==> config.mk <==
export PLATFORM = sky130hd
export DESIGN_NAME = packed_sample_depth_expander_unit
export DESIGN_NICKNAME = d
export VERILOG_FILES = /design/src/rtl/core/psde_pkg.sv /design/src/rtl/core/packed_sample_depth_expander_unit.sv
export SDC_FILE = /design/constraint.sdc
export NUM_CORES = 1
export LEC_CHECK = 0
export BUFFER_PORTS_ARGS = -buffer_cell sky130_fd_sc_hd__buf_2
export CORE_ASPECT_RATIO = 1.2
export CORE_UTILIZATION = 57
export DETAILED_ROUTE_END_ITERATION = 8
export GPL_ROUTABILITY_DRIVEN = 0
export PLACE_DENSITY = 0.78
export SLEW_MARGIN = 20
export SYNTH_ARGS = -nofsm -noshare
export SYNTH_HDL_FRONTEND = slang
export SYNTH_SLANG_ARGS = --single-unit
==> constraint.sdc <==
create_clock -name clk_i -period 7.5 [get_ports clk_i]
set_input_delay 0.75 -clock clk_i [delete_from_list [all_inputs] [get_ports clk_i]]
set_output_delay 0.75 -clock clk_i [all_outputs]
set_load 0.01 [all_outputs]
==> src/rtl/core/psde_pkg.sv <==
`timescale 1ns / 1ps
// ----------------------------------------------------------------------------
// psde_pkg
// Shared constants, register map and sample expansion for the packed sample
// depth expander.
// ----------------------------------------------------------------------------
package psde_pkg;

  localparam int unsigned ByteW   = 8;
  localparam int unsigned IdxW    = 3;   // sample index inside one byte
  localparam int unsigned RowW    = 16;
  localparam int unsigned CountW  = 18;  // holds 65535 * 3
  localparam int unsigned PaddrW  = 5;
  localparam int unsigned PdataW  = 32;

  // register indexes (byte address = 4 * index)
  localparam logic [2:0] RegDepthCode  = 3'd0;
  localparam logic [2:0] RegComponents = 3'd1;
  localparam logic [2:0] RegRowPixels  = 3'd2;
  localparam logic [2:0] RegIndexed    = 3'd3;
  localparam logic [2:0] RegInvert     = 3'd4;

  // depth codes
  localparam logic [1:0] Depth1 = 2'd0;
  localparam logic [1:0] Depth2 = 2'd1;
  localparam logic [1:0] Depth4 = 2'd2;
  localparam logic [1:0] Depth8 = 2'd3;

  typedef struct packed {
    logic [1:0]      depth_code;
    logic [1:0]      components;
    logic [RowW-1:0] row_pixels;
    logic            indexed_mode;
    logic            invert_levels;
  } cfg_t;

  // index of the last sample a byte can yield at this depth
  function automatic logic [IdxW-1:0] last_index(input logic [1:0] depth);
    return 3'(3'd7 >> depth);
  endfunction

  // row length, a zero product counts as one sample
  function automatic logic [CountW-1:0] row_length(input cfg_t cfg);
    logic [CountW-1:0] rp;
    logic [CountW-1:0] n;
    rp = CountW'(cfg.row_pixels);
    case (cfg.components)
      2'd0:    n = '0;
      2'd1:    n = rp;
      2'd2:    n = rp << 1;
      default: n = (rp << 1) + rp;
    endcase
    return (n == '0) ? CountW'(1) : n;
  endfunction

  // pick sample idx (msb first) and scale it to 0..255, inverted when set, or pass the index
  function automatic logic [ByteW-1:0] expand(input logic [ByteW-1:0] src,
                                              input logic [IdxW-1:0]  idx,
                                              input cfg_t             cfg);
    logic [ByteW-1:0] sh;
    logic [ByteW-1:0] v;
    sh = src << (3'(idx << cfg.depth_code));
    case (cfg.depth_code)
      Depth1:  v = cfg.indexed_mode ? {7'd0, sh[7]}    : {8{sh[7]}};
      Depth2:  v = cfg.indexed_mode ? {6'd0, sh[7:6]}  : {4{sh[7:6]}};
      Depth4:  v = cfg.indexed_mode ? {4'd0, sh[7:4]}  : {2{sh[7:4]}};
      default: v = sh;
    endcase
    if (!cfg.indexed_mode && cfg.invert_levels) begin
      v = ~v;
    end
    return v;
  endfunction

endpackage

==> src/rtl/core/packed_sample_depth_expander_unit.sv <==
`timescale 1ns / 1ps
// ----------------------------------------------------------------------------
// packed_sample_depth_expander_unit
// Unpacks raw sample bytes msb first into 8-bit samples of 1, 2, 4 or 8 bits,
// scales or passes them, and flags row ends.
// ----------------------------------------------------------------------------
// each byte is held in byte_q and its samples are registered in the output register
// throughput: one sample per cycle while the output is not stalled; a byte yields
//   8 / depth samples, fewer when a row ends inside it; the next byte is taken as
//   the current one's last sample moves into the output register
// reset: asynchronous, active low; config and control registers go to their
//   defaults, the row counter to zero so the next byte starts a row
module packed_sample_depth_expander_unit
  import psde_pkg::*;
(
  input  logic              clk_i,
  input  logic              rst_ni,
  // configuration
  input  logic              psel,
  input  logic              penable,
  input  logic              pwrite,
  input  logic [PaddrW-1:0] paddr,
  input  logic [PdataW-1:0] pwdata,
  output logic [PdataW-1:0] prdata,
  output logic              pready,
  // input stream
  input  logic              s_axis_tvalid,
  output logic              s_axis_tready,
  input  logic [7:0]        s_axis_tdata,   // [7:0] source_byte
  // output stream
  output logic              m_axis_tvalid,
  input  logic              m_axis_tready,
  output logic [7:0]        m_axis_tdata,   // [7:0] sample_value
  output logic              m_axis_tlast,   // row_end
  output logic              m_axis_tuser    // [0] last
);

  cfg_t cfg_q;

  logic [ByteW-1:0]  byte_q;
  logic              busy_q, busy_d;
  logic [IdxW-1:0]   idx_q,  idx_d;
  logic [CountW-1:0] left_q, left_d;

  logic              out_valid_q;
  logic [ByteW-1:0]  sample_q;
  logic              row_end_q;
  logic              last_q;

  logic              in_xfer;
  logic              advance;
  logic [CountW-1:0] cur_left;
  logic              row_end_d;
  logic              last_d;
  logic              cfg_wr;

  // configuration port
  assign pready = 1'b1;
  assign cfg_wr = psel && penable && pwrite && pready;

  always_ff @(posedge clk_i or negedge rst_ni) begin
    if (!rst_ni) begin
      cfg_q.depth_code    <= Depth8;
      cfg_q.components    <= 2'd1;
      cfg_q.row_pixels    <= RowW'(1);
      cfg_q.indexed_mode  <= 1'b0;
      cfg_q.invert_levels <= 1'b0;
    end else if (cfg_wr) begin
      case (paddr[4:2])
        RegDepthCode:  cfg_q.depth_code    <= pwdata[1:0];
        RegComponents: cfg_q.components    <= pwdata[1:0];
        RegRowPixels:  cfg_q.row_pixels    <= pwdata[RowW-1:0];
        RegIndexed:    cfg_q.indexed_mode  <= pwdata[0];
        RegInvert:     cfg_q.invert_levels <= pwdata[0];
        default: ;
      endcase
    end
  end

  always_comb begin
    case (paddr[4:2])
      RegDepthCode:  prdata = PdataW'(cfg_q.depth_code);
      RegComponents: prdata = PdataW'(cfg_q.components);
      RegRowPixels:  prdata = PdataW'(cfg_q.row_pixels);
      RegIndexed:    prdata = PdataW'(cfg_q.indexed_mode);
      RegInvert:     prdata = PdataW'(cfg_q.invert_levels);
      default:       prdata = '0;
    endcase
  end

  // sample step on the held byte
  assign advance   = busy_q && (!out_valid_q || m_axis_tready);
  assign cur_left  = (left_q == '0) ? row_length(cfg_q) : left_q;
  assign left_d    = cur_left - CountW'(1);
  assign row_end_d = (left_d == '0);
  assign last_d    = row_end_d || (idx_q == last_index(cfg_q.depth_code));

  assign s_axis_tready = !busy_q || (advance && last_d);
  assign in_xfer       = s_axis_tvalid && s_axis_tready;

  // a new byte transfer wins over the end of the current one
  always_comb begin
    busy_d = busy_q;
    idx_d  = idx_q;
    if (advance) begin
      idx_d = idx_q + IdxW'(1);
      if (last_d) begin
        busy_d = 1'b0;
      end
    end
    if (in_xfer) begin
      busy_d = 1'b1;
      idx_d  = '0;
    end
  end

  always_ff @(posedge clk_i or negedge rst_ni) begin
    if (!rst_ni) begin
      busy_q <= 1'b0;
      idx_q  <= '0;
      left_q <= '0;
    end else begin
      busy_q <= busy_d;
      idx_q  <= idx_d;
      if (advance) begin
        left_q <= left_d;
      end
    end
  end

  always_ff @(posedge clk_i) begin
    if (in_xfer) begin
      byte_q <= s_axis_tdata;
    end
  end

  // output register
  always_ff @(posedge clk_i or negedge rst_ni) begin
    if (!rst_ni) begin
      out_valid_q <= 1'b0;
    end else if (advance) begin
      out_valid_q <= 1'b1;
    end else if (m_axis_tready) begin
      out_valid_q <= 1'b0;
    end
  end

  always_ff @(posedge clk_i) begin
    if (advance) begin
      sample_q  <= expand(byte_q, idx_q, cfg_q);
      row_end_q <= row_end_d;
      last_q    <= last_d;
    end
  end

  assign m_axis_tvalid = out_valid_q;
  assign m_axis_tdata  = sample_q;
  assign m_axis_tlast  = row_end_q;
  assign m_axis_tuser  = last_q;

`ifndef SYNTHESIS
  a_row_end_is_last: assert property (@(posedge clk_i) disable iff (!rst_ni)
    (out_valid_q && row_end_q) |-> last_q)
    else $error("row end without byte end");

  a_idx_in_range: assert property (@(posedge clk_i) disable iff (!rst_ni)
    busy_q |-> (idx_q <= last_index(cfg_q.depth_code)))
    else $error("sample index past end of byte");

  a_take_sets_busy: assert property (@(posedge clk_i) disable iff (!rst_ni)
    in_xfer |=> (busy_q && idx_q == '0))
    else $error("byte transfer did not load the unpacker");

  a_no_take_while_busy: assert property (@(posedge clk_i) disable iff (!rst_ni)
    (busy_q && !(advance && last_d)) |-> !s_axis_tready)
    else $error("ready while byte still unpacking");
`endif

endmodule
==> impl_summary.log <==
INFO  metric outcome = completed
INFO  metric antenna_violations_before_repair = 0
INFO  metric gr-usage-all-layers = 28.0%
INFO  metric endpoint_kind = primary output
INFO  metric ys.warnings.count = 0
INFO  metric total_switching_power = 0.920 mW
INFO  metric areal_power_density_over_the_cells = 341 mW/mm^2
INFO  metric post_synth.cell_area_avg = 8.41 um^2
INFO  metric post_cts.resized_instances = 0
INFO  metric cap_violations = 0
INFO  metric antenna_cells_inserted = 0
INFO  metric post-route-period-util = 93.3%
INFO  metric port_buffers = 61
INFO  metric cp.arrival = 6.25 ns
INFO  metric area_of_the_multi_input_gates = 0.00352 mm^2
INFO  metric cp-start-kind = flip-flop
INFO  metric cp.required = 6.75 ns
INFO  metric synth_async_sr_flop_share = 71.4%
INFO  metric die_height = 109 um
INFO  metric clk_latency = 0.36 ns
INFO  metric timing.critical_path.fanout_max = 7
INFO  metric worst-setup-path-type = flip-flop to primary output
INFO  metric start_util = 59.5%
INFO  metric num-nets-final = 760
INFO  metric vias = 5264
INFO  metric cell_chosen_for_the_clock_root = sky130_fd_sc_hd__clkbuf_8
INFO  metric combPwrFrac = 51.7%
INFO  metric timing.setup.tns = 0 ns
INFO  metric timing_worst_slew_pin_value = 0.930 ns
INFO  metric die_outline_area = 0.00992 mm^2
INFO  metric rsz0062_at_grt = no
INFO  metric area_delta_synth_final = 9.61%
INFO  metric post_synth_num_cell_types = 75
INFO  metric worstReg2RegStart = cfg_q[3]
INFO  metric placed_cells = 796
INFO  metric seq_cell_area = 0.00167 mm^2
INFO  metric beginning_of_the_critical_path = cfg_q[3]
INFO  metric period_needed = 7.00 ns
INFO  metric worst-r2r-setup-slack = 0.83 ns
INFO  metric max_freq = 143 MHz
INFO  metric core_area = 0.00913 mm^2
INFO  metric ys_seq_area_share = 30.8%
INFO  metric grt_first_pass_wirelength = 22200 um
INFO  metric timing.max_slew.rel_slack = 37.5%
INFO  metric finalWirelength = 13600 um
INFO  metric clock_tree.htree_level_count = 3
INFO  metric cts.reportedPaths.clkPinSlew = 0.07 ns
INFO  metric ys_seq_elements = 63
INFO  metric synthFlopType = sky130_fd_sc_hd__dfrtp_1
INFO  metric largest_net_degree_at_the_start_of_global_routing = 46
INFO  metric dr.pass1.iters = 7
INFO  metric power.ir.vdd_worst = 0.155 mV
INFO  metric detailed_place_hpwl = 9980 um
INFO  metric worstHoldPathType = input pin to async pin
INFO  metric detailed_router_s_first_iteration_violation_count = 669
INFO  metric final-max-slew-violation-count = 0
INFO  metric worstReg2RegEnd = byte_q[1]
INFO  metric gr-total-overflow = 0
INFO  metric drt-wirelength-per-cell = 16.7 um
INFO  metric timing_hold_violations_final = 0
INFO  metric clock_sink_count = 63
INFO  metric filler_cell_count = 766
INFO  metric tritoncts = yes
INFO  metric io_pins = 97
INFO  metric floorplan.die.width = 91.1 um
INFO  metric synth_cells = 646
INFO  metric power_report.internal_total = 1.11 mW
INFO  metric cts_buffer_depth = 2
INFO  metric cts.repair_timing.setup_buffer_count = 0
INFO  metric crit_end = s_axis_tready
INFO  metric timing.final.setup_violations = 0
INFO  metric final-instance-count-excl-fill = 812
INFO  metric mappedNetlistArea = 0.00543 mm^2
INFO  metric synth_edf_count = 18
INFO  metric drt.antenna.violating_nets = 0
INFO  metric finish.utilization = 65.2%
INFO  metric rows = 38
INFO  metric first_global_vias = 4697
INFO  metric finClkSkew = 0.00977 ns
INFO  metric swShare = 45.3%
INFO  metric worst_reg2reg_path_length_in_cells = 21
INFO  metric leakagePower = 2.52 nW
INFO  metric cts_hold_buffers = 0
INFO  metric setup_slack_at_placement = 0.958 ns
INFO  metric detail_route.vias_per_cell = 6.48
INFO  metric final_layout_size_suffix_gt1_share = 19.1%
INFO  metric cts_made_buffers = 9
INFO  metric pwr-share-seq = 30.5%
INFO  metric post_detailed_route_drc_marker_count = 0
INFO  metric share_clk_of_total_power = 17.8%
INFO  metric layout_setup_ws = 0.501 ns
how the worst min path moves through the flow:
stage | from | end | slack (ns) | cells past startpoint
6_report | rst_ni | left_q[17] | 0.38 | 1
5_1_grt | rst_ni | left_q[1] | 0.44 | 1
4_1_cts | left_q[1] | left_q[1] | 0.52 | 2
3_5_place_dp | left_q[1] | left_q[1] | 0.50 | 2
3_3_place_gp | left_q[8] | left_q[8] | 0.49 | 2
2_1_floorplan | rst_ni | busy_q | 0.45 | 0
flip-flops by register name, indices dropped and copies added, names as in the netlist:
name	count
cfg_q	22
left_q	18
byte_q	8
m_axis_tdata	8
idx_q	3
busy_q	1
m_axis_tlast	1
m_axis_tuser	1
m_axis_tvalid	1
cell usage after synthesis, types with 10 or more instances:
library cell,n,area (um^2)
sky130_fd_sc_hd__nor2_1,55,206
sky130_fd_sc_hd__a21oi_1,43,215
sky130_fd_sc_hd__o21ai_0,45,225
sky130_fd_sc_hd__edfxtp_1,18,541
sky130_fd_sc_hd__mux2_2,23,259
sky130_fd_sc_hd__and2_1,15,93.8
sky130_fd_sc_hd__dfrtp_1,41,1030
sky130_fd_sc_hd__nand2b_1,12,75.1
sky130_fd_sc_hd__o211ai_1,10,75.1
sky130_fd_sc_hd__buf_4,19,143
sky130_fd_sc_hd__ha_1,20,250
sky130_fd_sc_hd__xnor2_1,11,96.3
sky130_fd_sc_hd__nor3_1,20,100
sky130_fd_sc_hd__clkbuf_1,21,78.8
sky130_fd_sc_hd__mux2i_1,12,120
sky130_fd_sc_hd__a31oi_1,17,106
sky130_fd_sc_hd__nand2_1,69,259
sky130_fd_sc_hd__nand3_1,15,75.1
sky130_fd_sc_hd__inv_1,12,45.0
stage by stage:
| stage | total power, mW | hold WS [ns] | cell area [um^2] |
|---|---|---|---|
| final | 2.03 | 0.379 | 5950 |
| after global routing | 2.17 | 0.443 | 5950 |
| after CTS | 2.01 | 0.516 | 5950 |
| after floorplan | 1.40 | 0.454 | 5490 |
| after global placement | 1.59 | 0.490 | 5710 |
| after detailed placement | 1.64 | 0.496 | 5710 |
power groups by stage:
stage / sequential [mW] / combinational (mW) / clock (mW)
final: 0.619 / 1.05 / 0.362
after global routing: 0.637 / 1.15 / 0.380
after CTS: 0.614 / 1.03 / 0.365
after detailed placement: 0.616 / 1.02 / 0
after global placement: 0.610 / 0.984 / 0
after floorplan: 0.572 / 0.824 / 0
cells in the final DEF (no fill, tap or decap), types with 5 or more instances in the layout:
master | synthesis | routed
sky130_fd_sc_hd__inv_1 | 12 | 12
sky130_fd_sc_hd__clkbuf_8 | 0 | 9
sky130_fd_sc_hd__nor3_1 | 20 | 19
sky130_fd_sc_hd__nand3_1 | 15 | 15
sky130_fd_sc_hd__and3_1 | 9 | 9
sky130_fd_sc_hd__a211oi_1 | 9 | 9
sky130_fd_sc_hd__a21oi_1 | 43 | 43
sky130_fd_sc_hd__a31oi_1 | 17 | 17
sky130_fd_sc_hd__buf_2 | 6 | 60
sky130_fd_sc_hd__nor2b_1 | 8 | 8
sky130_fd_sc_hd__a22o_1 | 7 | 7
sky130_fd_sc_hd__o21ai_0 | 45 | 45
sky130_fd_sc_hd__nor4_1 | 6 | 5
sky130_fd_sc_hd__nand2_1 | 69 | 69
sky130_fd_sc_hd__edfxtp_1 | 18 | 18
sky130_fd_sc_hd__conb_1 | 2 | 17
sky130_fd_sc_hd__a21o_1 | 7 | 7
sky130_fd_sc_hd__dfrtp_1 | 41 | 41
sky130_fd_sc_hd__and2_1 | 15 | 15
sky130_fd_sc_hd__o21a_1 | 6 | 6
sky130_fd_sc_hd__xor2_1 | 7 | 7
sky130_fd_sc_hd__nor3b_1 | 5 | 5
sky130_fd_sc_hd__mux2i_1 | 12 | 12
sky130_fd_sc_hd__mux2_2 | 23 | 23
sky130_fd_sc_hd__o22ai_1 | 8 | 8
sky130_fd_sc_hd__o211ai_1 | 10 | 10
sky130_fd_sc_hd__nor2_1 | 55 | 55
sky130_fd_sc_hd__ha_1 | 20 | 20
sky130_fd_sc_hd__xnor2_1 | 11 | 11
sky130_fd_sc_hd__nand2b_1 | 12 | 12
sky130_fd_sc_hd__nand4_1 | 8 | 8
sky130_fd_sc_hd__or2_2 | 6 | 6
final cells by class:
type                            count  area share (%)
Multi-Input combinational cell    536            59.1
Sequential cell                    63            28.1
Timing Repair Buffer               64            5.55
Tap cell                          120            2.52
Clock buffer                       10            2.14
Clock inverter                      6            1.83
Inverter                           13           0.820
routing by layer:
metal	share of wire [%]	GRT usage (%)	vias up
li1	-	-	2455
met1	42	36.5	2468
met2	48	46.8	290
met3	6.9	3.97	51
met4	2.9	12.0	0
met5	0	0	-
logic make-up (layout without fill, tap and decap cells):
| kind of cell | count (synthesis) | count (layout) | share of synthesized area (%) |
|---|---|---|---|
| simple gates | 248 | 248 | 23.5 |
| compound gates | 195 | 195 | 24.2 |
| flops | 63 | 63 | 30.8 |
| other cells | 2 | 17 | 0.138 |
| fa+ha+maj | 21 | 21 | 4.98 |
| buf+inv | 62 | 93 | 5.74 |
| xor+xnor | 18 | 18 | 2.90 |
| mux | 37 | 37 | 7.81 |
critical path: stages (launching register included):
cell,delay (ns)
sky130_fd_sc_hd__dfrtp_1,0.46
sky130_fd_sc_hd__ha_1,0.27
sky130_fd_sc_hd__fa_1,0.43
sky130_fd_sc_hd__a211oi_2,0.36
sky130_fd_sc_hd__o21ai_1,0.22
sky130_fd_sc_hd__xnor2_1,0.16
sky130_fd_sc_hd__o21ai_0,0.54
sky130_fd_sc_hd__nor4b_1,0.12
sky130_fd_sc_hd__nand4_1,0.22
sky130_fd_sc_hd__o21a_1,0.14
sky130_fd_sc_hd__nor2_1,0.06
sky130_fd_sc_hd__inv_1,0.09
sky130_fd_sc_hd__ha_1,0.20
sky130_fd_sc_hd__nand2b_1,0.10
sky130_fd_sc_hd__nor3_1,0.47
sky130_fd_sc_hd__nand2_1,0.31
sky130_fd_sc_hd__nor4_4,0.38
sky130_fd_sc_hd__o211ai_1,0.24
sky130_fd_sc_hd__a2111oi_2,0.41
sky130_fd_sc_hd__and4b_4,0.29
sky130_fd_sc_hd__a31oi_4,0.12
sky130_fd_sc_hd__o21ai_1,0.16
sky130_fd_sc_hd__buf_2,0.14
(Power assumes the default switching activity.)
